File: src/hw/rtl/ggpt_pkg.sv
// Shared types, sizes and constants of the greedy grid path tracer.
`timescale 1ns / 1ps

package ggpt_pkg;

  localparam int ROWS       = 64;
  localparam int COLS       = 64;
  localparam int ROW_W      = $clog2(ROWS);
  localparam int COL_W      = $clog2(COLS);
  localparam int ADDR_W     = ROW_W + COL_W;
  localparam int GRID_DEPTH = 1 << ADDR_W;
  localparam int CELL_W     = 16;
  localparam int SCORE_W    = 32;

  // 1/1.414 in Q0.16
  localparam logic [15:0] INV_DIAG = 16'd46348;

  localparam logic ACT_LOAD  = 1'b0;
  localparam logic ACT_TRACE = 1'b1;

  localparam logic [1:0] CAND_UP   = 2'd0;
  localparam logic [1:0] CAND_SAME = 2'd1;
  localparam logic [1:0] CAND_DOWN = 2'd2;

  typedef struct packed {
    logic        action;
    logic [5:0]  row;
    logic [5:0]  col;
    logic [15:0] cell_value;
  } item_t;

  typedef struct packed {
    logic [5:0]  path_row;
    logic [5:0]  path_col;
    logic [31:0] path_value;
    logic        last;
  } result_t;

  typedef struct packed {
    logic       load;
    logic       start;
    logic       rd_cur;
    logic       cap_cur;
    logic       emit_start;
    logic       issue;
    logic       clear_best;
    logic [1:0] cand;
    logic       emit_step;
  } cmd_t;

  typedef struct packed {
    logic is_load;
    logic trace_ok;
    logic pipe_busy;
    logic out_free;
    logic last_step;
  } stat_t;

endpackage

File: src/hw/rtl/ggpt_ctrl.sv
// Controller: sequences loads, the start node and the column steps of a trace.
`timescale 1ns / 1ps

module ggpt_ctrl (
  input  logic            clk,
  input  logic            rst,
  input  logic            item_valid,
  output logic            item_stall,
  input  ggpt_pkg::stat_t stat,
  output ggpt_pkg::cmd_t  cmd
);
  import ggpt_pkg::*;

  typedef enum logic [2:0] {
    S_IDLE,
    S_RD0,
    S_LD0,
    S_EMIT0,
    S_ISSUE,
    S_DRAIN,
    S_EMIT
  } state_t;

  state_t     state, state_next;
  logic [1:0] cand, cand_next;
  logic       accept;

  assign item_stall = (state != S_IDLE);
  assign accept     = item_valid && !item_stall;

  always_comb begin
    cmd        = '0;
    cmd.cand   = cand;
    state_next = state;
    cand_next  = cand;
    unique case (state)
      S_IDLE: begin
        if (accept) begin
          if (stat.is_load) begin
            cmd.load = 1'b1;
          end else if (stat.trace_ok) begin
            cmd.start  = 1'b1;
            state_next = S_RD0;
          end
        end
      end
      S_RD0: begin
        cmd.rd_cur = 1'b1;
        state_next = S_LD0;
      end
      S_LD0: begin
        cmd.cap_cur = 1'b1;
        state_next  = S_EMIT0;
      end
      S_EMIT0: begin
        if (stat.out_free) begin
          cmd.emit_start = 1'b1;
          cand_next      = CAND_UP;
          state_next     = S_ISSUE;
        end
      end
      S_ISSUE: begin
        cmd.issue      = 1'b1;
        cmd.clear_best = (cand == CAND_UP);
        cand_next      = cand + 1'b1;
        if (cand == CAND_DOWN) begin
          state_next = S_DRAIN;
        end
      end
      S_DRAIN: begin
        if (!stat.pipe_busy) begin
          state_next = S_EMIT;
        end
      end
      S_EMIT: begin
        if (stat.out_free) begin
          cmd.emit_step = 1'b1;
          cand_next     = CAND_UP;
          state_next    = stat.last_step ? S_IDLE : S_ISSUE;
        end
      end
      default: state_next = S_IDLE;
    endcase
  end

  always_ff @(posedge clk) begin
    if (rst) begin
      state <= S_IDLE;
      cand  <= CAND_UP;
    end else begin
      state <= state_next;
      cand  <= cand_next;
    end
  end

endmodule

File: config.mk
export PLATFORM = sky130hd
export DESIGN_NAME = ggpt_ctrl
export DESIGN_NICKNAME = d
export VERILOG_FILES = /design/src/hw/rtl/ggpt_pkg.sv /design/src/hw/rtl/ggpt_ctrl.sv
export SDC_FILE = /design/constraint.sdc
export NUM_CORES = 1
export LEC_CHECK = 0
export BUFFER_PORTS_ARGS = -buffer_cell sky130_fd_sc_hd__clkbuf_2
export CORE_AREA = 2 2 39 41
export DETAILED_ROUTE_END_ITERATION = 6
export DIE_AREA = 0 0 41 43
export SLEW_MARGIN = 15
export SYNTH_ARGS = -nofsm -noshare
export SYNTH_HDL_FRONTEND = slang
export SYNTH_SLANG_ARGS = --single-unit
export TNS_END_PERCENT = 100
File: constraint.sdc
create_clock -name clk -period 1.5 [get_ports clk]
set_clock_uncertainty 0.2 [all_clocks]
set_input_delay 0.075 -clock clk [delete_from_list [all_inputs] [get_ports clk]]
set_output_delay 0.075 -clock clk [all_outputs]
set_load 0.02 [all_outputs]
After elaboration in Yosys (flattened, before gate mapping)
Index checks and enable logic that the tools add are counted.

cells by class
  shifts and indexed selects = 0
  multiply operators = 0
  add/sub/neg operators = 1
  multiplexer cells = 22
  divide/modulo/power cells = 0
  bitwise logic cells = 0
  magnitude comparators = 0
  eq/ne operators = 15
  reduce and logical (&&, ||, !) cells = 9

operators with widths
  cell                                                  count
  two-way mux 3 bit                                     8
  one-hot mux 3 bit (7 select lines)                    1
  != test 2 bit (second input constant)                 7
  equality test 3 bit (second input constant)           3
  two-way mux 1 bit                                     8
  two-way mux 2 bit                                     4
  AND reduction 7 bit                                   1
  equality test 3 x 2 -> 1 bit (second input constant)  2
  one-hot mux 2 bit (2 select lines)                    1
  equality test 3 x 1 -> 1 bit (second input constant)  1
  zero test 3 bit                                       1
  nonzero test 3 bit                                    1
  adder 2 x 1 -> 2 bit (second input constant)          1
  equality test 2 bit (second input constant)           1
  zero test 2 bit                                       1
  != test 2 x 1 -> 1 bit (second input constant)        1
  AND reduction 2 bit                                   1
  nonzero test 2 bit                                    1
  OR reduction 2 bit                                    1
  logical AND 1 bit                                     1
  zero test 1 bit                                       1

storage, ports and cells
  register bits after elaboration = 5
  latch bits = 0
  RAM bits = 0
  bits of input ports = 8
  logic and storage cells = 49
  output and inout port bits = 11
  memories kept = 0
  bits in read-only memories = 0

Logic depth before layout (Yosys ltp)
  depth in word-level cells = 5
  mapped depth = 4
  depth with buffers taken out = 4

Worst setup path after synthesis
OpenSTA, ideal clock, no wires.

  path kind = register to output
  start = reg state[2]
  end = out cmd[8] (netlist name)
  data required time = 1.225 ns
  path buffers = 1
  arrival = 1.116 ns
  path slack = 0.109 ns
  stages on the path, launching flop included = 5
  cell sequence = dfxtp_1 > buf_6 > nor2_1 > nand3_1 > nor3_1

RTL lines
  element                 line             source
  start, declared         ggpt_ctrl.sv:24  state_t state, state_next;
  start signal, assigned  ggpt_ctrl.sv:91  state <= state_next;
  end, declared           ggpt_ctrl.sv:10  output ggpt_pkg::cmd_t cmd

==> results_dict.tcl <==
set metrics [dict create \
    hold_path.class "in -> reg" \
    netlist_area_um2 387 \
    status "finished with violations" \
    die_w_um 41 \
    hold_ws_ns -0.0259 \
    clockBufferDepth 2 \
    ctsHoldBuffers 4 \
    setup_violations 0 \
    gp_congestion 0.706 \
    hold_viol_final 1 \
    seqPwrFrac 0.328 \
    synth_seq_area_share 0.259 \
    clk_pin_slew_ns 0.04 \
    detail_route.wl_per_cell_um 10.6 \
    synth_seq_cells 5 \
    worstPathCellList "or3_4 -> nor2_4 -> buf_8" \
    grt_start_max_net_pins 11 \
    die_h_um 43 \
    fmax_ghz 0.671 \
    combPwrFrac 0.357 \
    first_pass_iters 3 \
    period_share 0.994 \
    clkPwrFrac 0.315 \
    overflow 0 \
    drt-total-wl_um 989 \
    slew_headroom 0.850 \
    gr-max-usage-layer "met2" \
    numPlacedInstances 80 \
    nets 88 \
    final_cells 93 \
    slew_viol_final 0 \
    vias 454 \
    cts-root-buf "clkbuf_4" \
    ys_warn_count 0 \
    cts_tree "built" \
    start_kind "flip-flop" \
    cts_sinks 5 \
    peakVddDrop_uv 339 \
    grt_first_pass_wirelength_um 1480 \
    grt_use_met2 0.197 \
    crit_path_max_incr_delay_ns 0.40 \
    antenna_cells 0 \
    fillers 138 \
    swShare 0.320 \
    drc 0 \
    antenna_found_initial 0 \
    power.net_switching_uw 155 \
    htree_levels 1 \
    io_buffers 18 \
    via_per_inst 4.88 \
    fin_crit_ns 1.49 \
    cp_top_family "simple AND/OR/NAND/NOR gates" \
    rows 14 \
    arrival_ns 1.22 \
    maxCapViolations 0 \
    cellPowerDensity_mw_per_mm2 785 \
    path_buf_inv 1 \
    synthCells 48 \
    synth.distinct_cells 22 \
    worstMarginPinSlew_ns 0.223 \
    dr.first_iter.drc_count 4 \
    path_class "reg -> out" \
    clock_latency_ns 0.24 \
    coreArea_mm2 0.00138 \
    violations "hold timing" \
    cp.required_ns 1.22 \
    grt_pass1_vias 403 \
    dp_hpwl_um 671 \
    io_pins 19 \
    finalWorstSetupSlack_ns 0.00907 \
    leakagePower_nw 0.268 \
    internal-power_uw 330 \
    grt_use_met1 0.139 \
    start_util 0.279 \
    die_area_mm2 0.00176 \
    grt.total_usage 0.122 \
    path_max_fanout 6 \
    synth_fp_nets 58 \
    gr-usage-met3 0.0314 \
    slowest_stage "or3_4" \
    endpoint_kind "output port" \
    cts_buffers 3 \
    dp_slack_ns 0.105 \
    drive_gt1_frac 0.442 \
    ant_nets 0 \
    rsz0062_at_grt "yes" \
    area_growth_pct 59.9 \
    avgSynthCellArea_um2 8.05 \
]
## worst reg2reg max path, stage by stage, from the launching register on
cell,delay (ns)
dfxtp_4,0.38
buf_4,0.12
nand4b_1,0.18
buf_4,0.19
o211ai_1,0.08
a21oi_1,0.08
## repair_timing
action                     in CTS  in global routing
gates resized for setup         7                 13
pin swaps                       1                  4
setup buffers                   4                  1
setup endpoints to repair       8                  5
hold endpoints to repair        5                  1
## Yosys cell counts
| library cell | instances | area [um2] |
|---|---|---|
| a211o_1 | 1 | 8.76 |
| a211oi_1 | 2 | 15.0 |
| a21oi_1 | 6 | 30.0 |
| a311oi_1 | 1 | 8.76 |
| and2_1 | 1 | 6.26 |
| buf_6 | 3 | 33.8 |
| dfxtp_1 | 5 | 100 |
| ha_1 | 2 | 25.0 |
| inv_1 | 4 | 15.0 |
| nand2_1 | 5 | 18.8 |
| nand2b_1 | 1 | 6.26 |
| nand3_1 | 2 | 10.0 |
| nand4b_1 | 1 | 8.76 |
| nor2_1 | 2 | 7.51 |
| nor2_2 | 1 | 6.26 |
| nor2b_1 | 1 | 6.26 |
| nor3_1 | 2 | 10.0 |
| nor3b_1 | 2 | 15.0 |
| nor3b_4 | 1 | 18.8 |
| o211ai_1 | 2 | 15.0 |
| o21ai_0 | 2 | 10.0 |
| or3_4 | 1 | 11.3 |
## power by group through the flow
stage               Sequential, mW  Clock (mW)  Combinational (mW)
floorplan                    0.151           0               0.114
global placement             0.170           0               0.119
detailed placement           0.172           0               0.119
CTS                          0.160       0.159               0.165
global route                 0.160       0.170               0.193
finish                       0.159       0.153               0.173
## worst paths after layout
kind	slack [ns]	from	cells after the start	to
min	-0.03	stat[4]	4	state[0]
max reg2reg	0.15	state[1]	5	cand[1]
min reg2reg	0.32	cand[0]	2	cand[0]
max	0.009	state[1]	3	cmd[9]
## logic make-up after synthesis
group,count (synthesis),synth area share
AND/OR/NAND/NOR,20,0.324
AO/OA/AOI/OAI,14,0.227
buffers and inverters,7,0.126
flip-flops,5,0.259
adder cells (fa/ha/maj),2,0.0647
## cell usage in the layout, fill, tap and decap left out, types with 2 or more instances in the layout
| master | n |
|---|---|
| clkbuf_2 | 13 |
| o211ai_1 | 2 |
| dfxtp_4 | 3 |
| buf_6 | 2 |
| a21oi_1 | 6 |
| buf_4 | 7 |
| clkbuf_4 | 3 |
| a211oi_1 | 2 |
| ha_1 | 2 |
| nor3b_1 | 2 |
| nor3_1 | 2 |
| nand3_1 | 2 |
| nand2_1 | 5 |
| nor2_1 | 2 |
| dfxtp_1 | 2 |
| dlygate4sd3_1 | 4 |
| inv_1 | 4 |
| o21ai_0 | 2 |
## through the flow
| stage | setup TNS (ns) | util | area [um2] | total power, mW |
|---|---|---|---|---|
| 5_1_grt | -0.0674 | 0.447 | 618 | 0.524 |
| 3_3_place_gp | 0 | 0.340 | 470 | 0.289 |
| 2_1_floorplan | 0 | - | 387 | 0.265 |
| 4_1_cts | -0.0000426 | 0.422 | 584 | 0.484 |
| 3_5_place_dp | 0 | 0.340 | 470 | 0.290 |
| 6_report | 0 | 0.447 | 618 | 0.485 |
## layout make-up
class / instances / area, um2 / share of cell area
well taps: 16 / 20.0 / 0.0324
inverters: 4 / 15.0 / 0.0243
clock buffers: 4 / 26.3 / 0.0425
repair buffers: 28 / 200 / 0.324
flip-flops and latches: 5 / 111 / 0.180
multi-input cells: 36 / 245 / 0.397
## flip-flops by register name (all words and copies together) (netlist names)
register	count
state	3
cand	2
## metal layers
metal / wire length (um) / part of all wire
met5: 0 / 0
met4: 0 / 0
met3: 48 / 0.049
met2: 502 / 0.51
met1: 438 / 0.44
Note: power is estimated with default switching activity, not from simulation.
